`config.mk`:
```
export PLATFORM = sky130hd
export DESIGN_NAME = masked_byte_pattern_search
export DESIGN_NICKNAME = d
export VERILOG_FILES = /design/src/rtl/core/mbps_pkg.sv /design/src/rtl/core/mbps_regs.sv /design/src/rtl/core/mbps_match.sv /design/src/rtl/core/masked_byte_pattern_search.sv
export SDC_FILE = /design/constraint.sdc
export NUM_CORES = 1
export LEC_CHECK = 0
export ABC_AREA = 1
export BUFFER_PORTS_ARGS = -buffer_cell sky130_fd_sc_hd__buf_2
export CELL_PAD_IN_SITES_DETAIL_PLACEMENT = 2
export CELL_PAD_IN_SITES_GLOBAL_PLACEMENT = 2
export CORE_MARGIN = 2
export CORE_UTILIZATION = 34
export CTS_CLUSTER_DIAMETER = 40
export DETAILED_ROUTE_END_ITERATION = 12
export HOLD_SLACK_MARGIN = 0.15
export MAX_ROUTING_LAYER = met4
export PLACE_DENSITY = 0.8
export SYNTH_ARGS = -nofsm -noshare
export SYNTH_HDL_FRONTEND = slang
export SYNTH_HIERARCHICAL = 1
export SYNTH_SLANG_ARGS = --single-unit
```
`constraint.sdc`:
```
create_clock -name clk -period 9.9 [get_ports clk]
set_input_delay 0.495 -clock clk [delete_from_list [all_inputs] [get_ports clk]]
set_output_delay 0.495 -clock clk [all_outputs]
set_load 0.01 [all_outputs]
```
`src/rtl/core/mbps_pkg.sv`:
```
// Shared types, constants and register codes for the masked byte pattern search.
package mbps_pkg;

    // Sizes fixed by the pattern and stream formats.
    localparam int MAX_PATTERN = 16;
    localparam int BYTE_W      = 8;
    localparam int ADDR_W      = 32;
    localparam int LEN_W       = 5;
    localparam int MASK_W      = 16;
    localparam int WIN_IDX_W   = 4;
    localparam int WORD_W      = 64;

    // Configuration port geometry: eight-byte register spacing.
    localparam int APB_ADDR_W  = 6;
    localparam int APB_DATA_W  = 64;
    localparam int REG_IDX_W   = 3;

    // Register indexes.
    localparam logic [REG_IDX_W-1:0] REG_PATTERN_LOW  = 3'd0;
    localparam logic [REG_IDX_W-1:0] REG_PATTERN_HIGH = 3'd1;
    localparam logic [REG_IDX_W-1:0] REG_CARE_MASK    = 3'd2;
    localparam logic [REG_IDX_W-1:0] REG_PATTERN_LEN  = 3'd3;
    localparam logic [REG_IDX_W-1:0] REG_REGION_BASE  = 3'd4;
    localparam logic [REG_IDX_W-1:0] REG_RESULT_OFS   = 3'd5;

    // Reset values of the registers.
    localparam logic [MASK_W-1:0] CARE_MASK_RESET  = 16'hFFFF;
    localparam logic [LEN_W-1:0]  PATTERN_LEN_RESET = 5'd1;

    // Byte window and pattern bytes, index 0 in the low bits.
    typedef logic [MAX_PATTERN-1:0][BYTE_W-1:0] byte_vec_t;

    // Search settings handed from the register file to the datapath.
    typedef struct packed {
        byte_vec_t          pattern;
        logic [MASK_W-1:0]  care;
        logic [LEN_W-1:0]   length;
        logic [ADDR_W-1:0]  base;
        logic [ADDR_W-1:0]  offset;
    } search_cfg_t;

endpackage

```
`src/rtl/core/mbps_regs.sv`:
```
// Configuration register file behind the APB-style port.
module mbps_regs
    import mbps_pkg::*;
(
    input  logic                  clk,
    input  logic                  rst_n,
    input  logic                  psel,
    input  logic                  penable,
    input  logic                  pwrite,
    input  logic [APB_ADDR_W-1:0] paddr,
    input  logic [APB_DATA_W-1:0] pwdata,
    output logic [APB_DATA_W-1:0] prdata,
    output logic                  pready,
    output search_cfg_t           cfg
);

    logic [WORD_W-1:0] pattern_low_reg;
    logic [WORD_W-1:0] pattern_high_reg;
    logic [MASK_W-1:0] care_mask_reg;
    logic [LEN_W-1:0]  pattern_len_reg;
    logic [ADDR_W-1:0] region_base_reg;
    logic [ADDR_W-1:0] result_offset_reg;

    logic [REG_IDX_W-1:0] reg_idx;
    logic                 wr_en;

    assign reg_idx = paddr[APB_ADDR_W-1:APB_ADDR_W-REG_IDX_W];
    assign wr_en   = psel && penable && pwrite;
    assign pready  = 1'b1;

    // Register writes; indexes past the list are ignored.
    always_ff @(posedge clk or negedge rst_n)
    begin
        if (!rst_n)
        begin
            pattern_low_reg   <= '0;
            pattern_high_reg  <= '0;
            care_mask_reg     <= CARE_MASK_RESET;
            pattern_len_reg   <= PATTERN_LEN_RESET;
            region_base_reg   <= '0;
            result_offset_reg <= '0;
        end
        else if (wr_en)
        begin
            unique case (reg_idx)
                REG_PATTERN_LOW:  pattern_low_reg   <= pwdata;
                REG_PATTERN_HIGH: pattern_high_reg  <= pwdata;
                REG_CARE_MASK:    care_mask_reg     <= pwdata[MASK_W-1:0];
                REG_PATTERN_LEN:  pattern_len_reg   <= pwdata[LEN_W-1:0];
                REG_REGION_BASE:  region_base_reg   <= pwdata[ADDR_W-1:0];
                REG_RESULT_OFS:   result_offset_reg <= pwdata[ADDR_W-1:0];
                default:          ;
            endcase
        end
    end

    // Read back.
    always_comb
    begin
        unique case (reg_idx)
            REG_PATTERN_LOW:  prdata = pattern_low_reg;
            REG_PATTERN_HIGH: prdata = pattern_high_reg;
            REG_CARE_MASK:    prdata = {{(APB_DATA_W-MASK_W){1'b0}}, care_mask_reg};
            REG_PATTERN_LEN:  prdata = {{(APB_DATA_W-LEN_W){1'b0}}, pattern_len_reg};
            REG_REGION_BASE:  prdata = {{(APB_DATA_W-ADDR_W){1'b0}}, region_base_reg};
            REG_RESULT_OFS:   prdata = {{(APB_DATA_W-ADDR_W){1'b0}}, result_offset_reg};
            default:          prdata = '0;
        endcase
    end

    // Settings for the datapath; lengths above the window size are clamped.
    always_comb
    begin
        cfg.pattern = {pattern_high_reg, pattern_low_reg};
        cfg.care    = care_mask_reg;
        cfg.length  = (pattern_len_reg > LEN_W'(MAX_PATTERN)) ? LEN_W'(MAX_PATTERN)
                                                              : pattern_len_reg;
        cfg.base    = region_base_reg;
        cfg.offset  = result_offset_reg;
    end

endmodule

```
`src/rtl/core/mbps_match.sv`:
```
// Parallel masked compare of the byte window against the pattern.
module mbps_match
    import mbps_pkg::*;
(
    input  byte_vec_t   window,
    input  search_cfg_t cfg,
    output logic        win_match
);

    logic [MAX_PATTERN-1:0] hit;

    // Window byte j lines up with pattern byte length-1-j; bytes past the
    // pattern length and wildcard bytes always agree.
    always_comb
    begin
        logic [LEN_W-1:0]     k_full;
        logic [WIN_IDX_W-1:0] k;
        for (int j = 0; j < MAX_PATTERN; j++)
        begin
            k_full = cfg.length - LEN_W'(1) - LEN_W'(j);
            k      = k_full[WIN_IDX_W-1:0];
            hit[j] = (LEN_W'(j) >= cfg.length) || !cfg.care[k]
                     || (cfg.pattern[k] == window[j]);
        end
    end

    assign win_match = &hit;

endmodule

```
`src/rtl/core/masked_byte_pattern_search.sv`:
```
// Top level: input register, window and match state, result register.
// A region's result is written into the result register when its last byte leaves
// the input register, and is held there until the receiver takes it.
// Throughput: one byte per cycle unless the input stalls; the window compare and
// address adders sit in one stage between the input and result registers.
// A held result stalls the input only when the next byte closes a region.
// Reset clears the window, position, match state and all valid flags at once;
// registers return to pattern zero, mask all ones, length one.
module masked_byte_pattern_search
    import mbps_pkg::*;
(
    input  logic                  clk,
    input  logic                  rst_n,
    // Byte stream.
    input  logic                  in_valid,
    output logic                  in_stall,
    input  logic [BYTE_W-1:0]     data_byte,
    input  logic                  last_byte,
    // Region results.
    output logic                  out_valid,
    input  logic                  out_stall,
    output logic                  found,
    output logic [ADDR_W-1:0]     match_address,
    // Configuration port.
    input  logic                  psel,
    input  logic                  penable,
    input  logic                  pwrite,
    input  logic [APB_ADDR_W-1:0] paddr,
    input  logic [APB_DATA_W-1:0] pwdata,
    output logic [APB_DATA_W-1:0] prdata,
    output logic                  pready
);

    search_cfg_t cfg;

    logic              in_valid_reg;
    logic [BYTE_W-1:0] in_data_reg;
    logic              in_last_reg;

    byte_vec_t         window_reg;
    logic [ADDR_W-1:0] pos_reg;
    logic              match_seen_reg;
    logic [ADDR_W-1:0] start_reg;

    logic              out_valid_reg;
    logic              found_reg;
    logic [ADDR_W-1:0] match_address_reg;

    byte_vec_t         window_next;
    logic              win_match;
    logic              pos_ok;
    logic              hit;
    logic              seen_now;
    logic [ADDR_W-1:0] start_now;
    logic              tail_ok;
    logic              found_next;
    logic [ADDR_W-1:0] match_address_next;
    logic              s1_go;
    logic              in_accept;

    mbps_regs u_regs (
        .clk     (clk),
        .rst_n   (rst_n),
        .psel    (psel),
        .penable (penable),
        .pwrite  (pwrite),
        .paddr   (paddr),
        .pwdata  (pwdata),
        .prdata  (prdata),
        .pready  (pready),
        .cfg     (cfg)
    );

    // Flow control: only a region's last byte needs room in the result register.
    assign s1_go     = in_valid_reg && (!in_last_reg || !out_valid_reg || !out_stall);
    assign in_stall  = in_valid_reg && !s1_go;
    assign in_accept = in_valid && !in_stall;

    // Input register.
    always_ff @(posedge clk or negedge rst_n)
    begin
        if (!rst_n)
        begin
            in_valid_reg <= 1'b0;
        end
        else if (in_accept)
        begin
            in_valid_reg <= 1'b1;
        end
        else if (s1_go)
        begin
            in_valid_reg <= 1'b0;
        end
    end

    always_ff @(posedge clk)
    begin
        if (in_accept)
        begin
            in_data_reg <= data_byte;
            in_last_reg <= last_byte;
        end
    end

    // Shift the new byte in at the newest end of the window.
    assign window_next = {window_reg[MAX_PATTERN-2:0], in_data_reg};

    mbps_match u_match (
        .window    (window_next),
        .cfg       (cfg),
        .win_match (win_match)
    );

    // First-match tracking and the tail rule at the region's last byte.
    always_comb
    begin
        pos_ok = ({1'b0, pos_reg} + (ADDR_W+1)'(1)) >= (ADDR_W+1)'(cfg.length);
        if (cfg.length == '0)
        begin
            hit = !match_seen_reg && (pos_reg == '0);
        end
        else
        begin
            hit = !match_seen_reg && pos_ok && win_match;
        end
        seen_now = match_seen_reg || hit;
        if (!hit)
        begin
            start_now = start_reg;
        end
        else if (cfg.length == '0)
        begin
            start_now = '0;
        end
        else
        begin
            start_now = pos_reg + ADDR_W'(1) - ADDR_W'(cfg.length);
        end
        tail_ok = ((ADDR_W+2)'(start_now) + (ADDR_W+2)'(cfg.length) + (ADDR_W+2)'(1))
                  <= (ADDR_W+2)'(pos_reg);
        found_next = seen_now && tail_ok;
        match_address_next = found_next ? (cfg.base + start_now + cfg.offset) : '0;
    end

    // Stream state; a region's last byte returns it to zero.
    always_ff @(posedge clk or negedge rst_n)
    begin
        if (!rst_n)
        begin
            window_reg     <= '0;
            pos_reg        <= '0;
            match_seen_reg <= 1'b0;
            start_reg      <= '0;
        end
        else if (s1_go)
        begin
            if (in_last_reg)
            begin
                window_reg     <= '0;
                pos_reg        <= '0;
                match_seen_reg <= 1'b0;
                start_reg      <= '0;
            end
            else
            begin
                window_reg     <= window_next;
                pos_reg        <= pos_reg + ADDR_W'(1);
                match_seen_reg <= seen_now;
                start_reg      <= start_now;
            end
        end
    end

    // Result register valid flag.
    always_ff @(posedge clk or negedge rst_n)
    begin
        if (!rst_n)
        begin
            out_valid_reg <= 1'b0;
        end
        else if (s1_go && in_last_reg)
        begin
            out_valid_reg <= 1'b1;
        end
        else if (!out_stall)
        begin
            out_valid_reg <= 1'b0;
        end
    end

    // Result payload.
    always_ff @(posedge clk)
    begin
        if (s1_go && in_last_reg)
        begin
            found_reg         <= found_next;
            match_address_reg <= match_address_next;
        end
    end

    assign out_valid     = out_valid_reg;
    assign found         = found_reg;
    assign match_address = match_address_reg;

`ifndef ASSERT_OFF
    // A region with no accepted match reports address zero.
    a_no_match_zero: assert property (@(posedge clk) disable iff (!rst_n)
        out_valid_reg && !found_reg |-> match_address_reg == '0)
        else $error("result without match carries a nonzero address");

    // The input stalls only behind a held result.
    a_stall_cause: assert property (@(posedge clk) disable iff (!rst_n)
        in_stall |-> out_valid_reg && out_stall && in_last_reg)
        else $error("input stalled without a held result");

    // Closing a region clears the position and match state.
    a_region_clear: assert property (@(posedge clk) disable iff (!rst_n)
        s1_go && in_last_reg |=> pos_reg == '0 && !match_seen_reg)
        else $error("stream state not cleared after the last byte");

    // A match, once seen, holds until the region closes.
    a_match_sticky: assert property (@(posedge clk) disable iff (!rst_n)
        match_seen_reg && !(s1_go && in_last_reg) |=> match_seen_reg)
        else $error("first match lost inside a region");
`endif

endmodule

```
* Word-level counts from Yosys, hierarchy flattened
Index checks and enable logic that the tools add are counted.
Storage, ports and cells: word-level logic and storage cells 265, input bits 86, output and inout port bits 100, register bits after elaboration 442
Cells by class: equality and inequality tests 22, add/sub/neg operators 23, magnitude comparators 35, multiplexer cells 77, reductions and logical operators 78
Operator list (count):
- $bmux 8 s4 | 16
- $pmux 64 s6 | 1
- $eq 8x8->1 | 16
- $mux 32 | 4
- $mux 8 | 16
- $mux 120 | 1
- $lt 4x5->1 const B | 16
- $add 32x32->32 | 2
- $bmux 1 s4 | 16
- $ge 4x5->1 const A | 8
- $logic_or 1x1->1 | 35
- $add 33x1->34 const B | 1
- $le 34x32->1 | 1
- $add 32x1->33 const B | 1
- $add 32x5->33 | 1
- $ge 33x5->1 | 1
- $add 32x1->32 const B | 1
- $logic_not 32->1 | 1
- $sub 32x5->32 | 1
- $sub 4x4->4 const B | 8
- $logic_not 1->1 | 22
- $mux 1 | 22
- $ge 3x5->1 const A | 4
- $reduce_and 16->1 | 1
- 16 further kinds | 39

* Logic depth before layout (Yosys ltp)
word-level depth 17, depth in mapped cells 64, gate-level depth less buffers 57

* Modules after synthesis
The synthesis kept the hierarchy.
By module, submodules not included:
- masked_byte_pattern_search | sequential area each 5940.7 um^2, area each 15172.1 um^2, times used 1, cells an instance 1920
- mbps_match | sequential area each 0.0 um^2, area each 11165.7 um^2, times used 1, cells an instance 2665
- mbps_regs | sequential area each 5351.4 um^2, area each 10097.2 um^2, times used 1, cells an instance 1281

* Worst setup path after synthesis
OpenSTA, ideal clock, no wires.
kind reg2reg, from reg u_regs.pattern_len_reg[0], to reg match_address_reg[24] (netlist: match_address[24]) (data pin), cell stages (with the launch flop) 56, setup time 0.256 ns, arrival 7.456 ns, slack 2.189 ns, data required time 9.644 ns, period minus slack after synthesis 7.711 ns, path buffers 9, cell sequence dfstp_2 -> inv_1 -> nor2_1 -> buf_6 -> inv_2 -> buf_6 -> buf_6 -> buf_2 -> buf_2 -> ha_1 -> inv_2 -> buf_2 -> buf_1 -> nand3_1 -> nand3_1 -> nand3_1 -> nand2_1 -> xor2_1 -> [20 not listed] -> nor2_1 -> nand2_1 -> xor2_1 -> ha_1 -> nand2_1 -> nor3_1 -> a41oi_1 -> nand2_1 -> inv_1 -> o21ai_0 -> nand2_1 -> a21oi_1 -> o32ai_1 -> nand2_1 -> inv_1 -> nand2_4 -> buf_6 -> nor2_1
RTL lines:
- start: declaration | RTL line mbps_regs.sv:20 | logic [LEN_W-1:0] pattern_len_reg;
- start signal: assignment | RTL line mbps_regs.sv:49 | REG_PATTERN_LEN: pattern_len_reg <= pwdata[LEN_W-1:0];
- end signal: assignment | RTL line masked_byte_pattern_search.sv:197 | match_address_reg <= match_address_next;
- end: declaration | RTL line masked_byte_pattern_search.sv:47 | logic [ADDR_W-1:0] match_address_reg;

==> impl_metrics.toml <==
[yosys]
synth_warnings = 6
synth_cells = 5866
syn_area_mm2 = 0.0364
synth-edff-count = 42
ys_ff_latch = 442
ys.flop_type = "dfrtp_1"
ys_types = 52
async_reset_ff_share_pct = 90.5
syn_area_per_cell_um2 = 6.21
ys_seq_area_share_pct = 31.0
syn-num-nets = 6065

[pwr]
leakage_nw = 22.2
p_per_area_mw_per_mm2 = 326
peakVddDrop_uv = 167
finalPower_mw = 14.1

[sta]
hold_viol_final = 0
fmax_mhz = 103
max-slew-margin-rel_pct = 8.08
fin_crit_ns = 9.69
worstMarginPinSlew_ns = 1.38
whs_ns = 0.338
finalCritPeriodShare_pct = 97.8
drv_slew = 0
setup_viol = 0
fin_skew_ns = 0.0452

[worst_setup_path]
critPathKind = "reg -> reg"
endpoint_kind = "register"
cp_common_cell = "nand2_1"
required_ns = 10.46
reg2reg_slack_ns = 0.21
critPathArrivalTime_ns = 10.24
cp_slowest_cell = "dfstp_2"
cpPeakStageDelay_ns = 0.53
cp_max_fo = 36
startpoint_type = "register"

[clocking]
clockRootBuffer = "clkbuf_16"
cts_buffer_depth = 3
insertion_delay_ns = 0.73
cts_buffers = 103
htree_levels = 3
clk_pin_slew_ns = 0.06
cts_tree = "built"
cts_sinks = 442

[route]
ant_nets = 0
wirelength_mm = 202
routed_via_density = 5.72
via_count = 43100
first_pass_iters = 5
detail_route.wl_per_cell_um = 26.9
route.detailed.drc = 0
drtIter0Drc = 3560

[finish]
final_nets = 6231
design_area_mm2 = 0.0431
final_cell_mix = "2448 x nand2_1, 699 x inv_1, 605 x nand3_1"
stdcell_count = 7526
layout_commonest_cell = "nand2_1"
largest_register_ffs = 120
drive_gt1_share_pct = 10.2
syn_to_final_growth_pct = 18.4
utilization_pct = 40.5

[global_routing]
track_usage_pct = 37.1
gr-total-overflow = 0
gr-max-usage-layer = "met2"
grt.met3_usage_pct = 5.57
grtUsageMet1_pct = 47.5
grt_max_degree = 143
grt_pass1_wl_mm = 301
groute.layer.met2.usage_pct = 58.4
antenna_found_initial = 4
grt_pass1_vias = 46200

[die]
start_util_pct = 34.2
die_h_um = 331
num_rows = 120
boundaryPins = 186
core_mm2 = 0.107
fp.dieW_um = 331
die_area_mm2 = 0.110

[placement]
place_inst = 7253
io_buffers = 181
hpwlAfterDp_mm = 139
place_area_mm2 = 0.0384
routabilityCongestion = 0.932

[outcome]
outcome = "finished clean"

[min_path]
hold_path.class = "in -> async"

[job]
maxCapViolCount = 0
-- Yosys cell counts (all sizes together) (17+ instances only) --
library cell,n,area (um^2)
nand3,616,3120
clkbuf,95,357
edfxtp,42,1260
buf,187,1140
dfrtp,383,9580
o22ai,160,1000
inv,712,2670
a21oi,68,340
xor2,42,368
nand2,2507,9560
xnor2,26,228
nor2,311,1380
fa,34,681
nand4,87,544
nor3,25,136
o21ai,375,1910
nand3b,54,405
ha,79,988
dfstp,17,447
-- path summary, 6_finish.rpt --
| kind | from | endpoint | cells after the start |
|---|---|---|---|
| min in group clk | penable | u_regs/pattern_low_reg[5] | 5 |
| hold reg to reg | start_reg[31] | start_reg[31] | 2 |
| max in group asynchronous | rst_n | window_next[14] | 4 |
| setup reg to reg | u_regs/pattern_len_reg[0] | match_address[10] | 57 |
| hold / removal | rst_n | u_regs/result_offset_reg[28] | 2 |
| setup / recovery | u_regs/pattern_len_reg[0] | match_address[10] | 57 |
-- power by group --
part | leakage (nW) | internal, mW | switching (mW)
sequential | 5.66 | 2.07 | 0.347
combinational | 14.7 | 2.03 | 5.65
clock | 1.88 | 2.64 | 1.34
total | 22.2 | 6.74 | 7.33
-- layer usage --
metal	up-vias	routed length, um
met5	-	0
met3	444	13500
met2	1630	92800
li1	19000	-
met4	0	9790
met1	22100	86200
-- logic make-up (layout without fill, tap and decap cells) --
| group | count (synthesis) | after routing | synth area share (%) |
|---|---|---|---|
| simple gates | 3615 | 3616 | 41.8 |
| buf+inv | 998 | 1249 | 11.5 |
| compound gates | 629 | 629 | 9.46 |
| flops | 442 | 442 | 31.0 |
| fa+ha+maj | 113 | 113 | 4.58 |
| xor+xnor | 68 | 68 | 1.63 |
| other cells | 1 | 6 | 0.0103 |
-- area by class of cell --
type | count | area (um^2)
inverters | 716 | 2700
fillers | 13000 | 63500
clock buffers | 127 | 2830
multi-input cells | 4427 | 21100
clock inverters | 64 | 1050
well taps | 1403 | 1760
diodes | 5 | 12.5
repair buffers | 342 | 2410
flip-flops and latches | 442 | 11300
-- worst max-delay path: cells and delay by family (launching register included) --
family / cells / cell delay (ns)
and+or+nand+nor: 33 / 4.66
xor gates and xnor gates: 1 / 0.12
DFF: 1 / 0.53
adders and majority gates: 4 / 1.21
buffers and inverters: 9 / 1.06
AOI/OAI and AO/OA: 10 / 1.85
-- repair_timing --
| item | in CTS | in global routing |
|---|---|---|
| endpoints found under the hold margin | 267 | 0 |
| pin swaps | 0 | 1 |
| endpoints found under the setup margin | 5 | 33 |
| hold buffers | 76 | 0 |
| setup buffers | 0 | 0 |
| cloned | 0 | 1 |
| resized for setup | 2 | 32 |
-- through the flow --
step,TNS [ns],setup slack [ns]
after floorplan,0,2.19
after global placement,0,0.649
after detailed placement,0,0.235
after CTS,0,0.0901
after global routing,-0.0165,-0.0165
final,0,0.213
(Power assumes the default switching activity.)
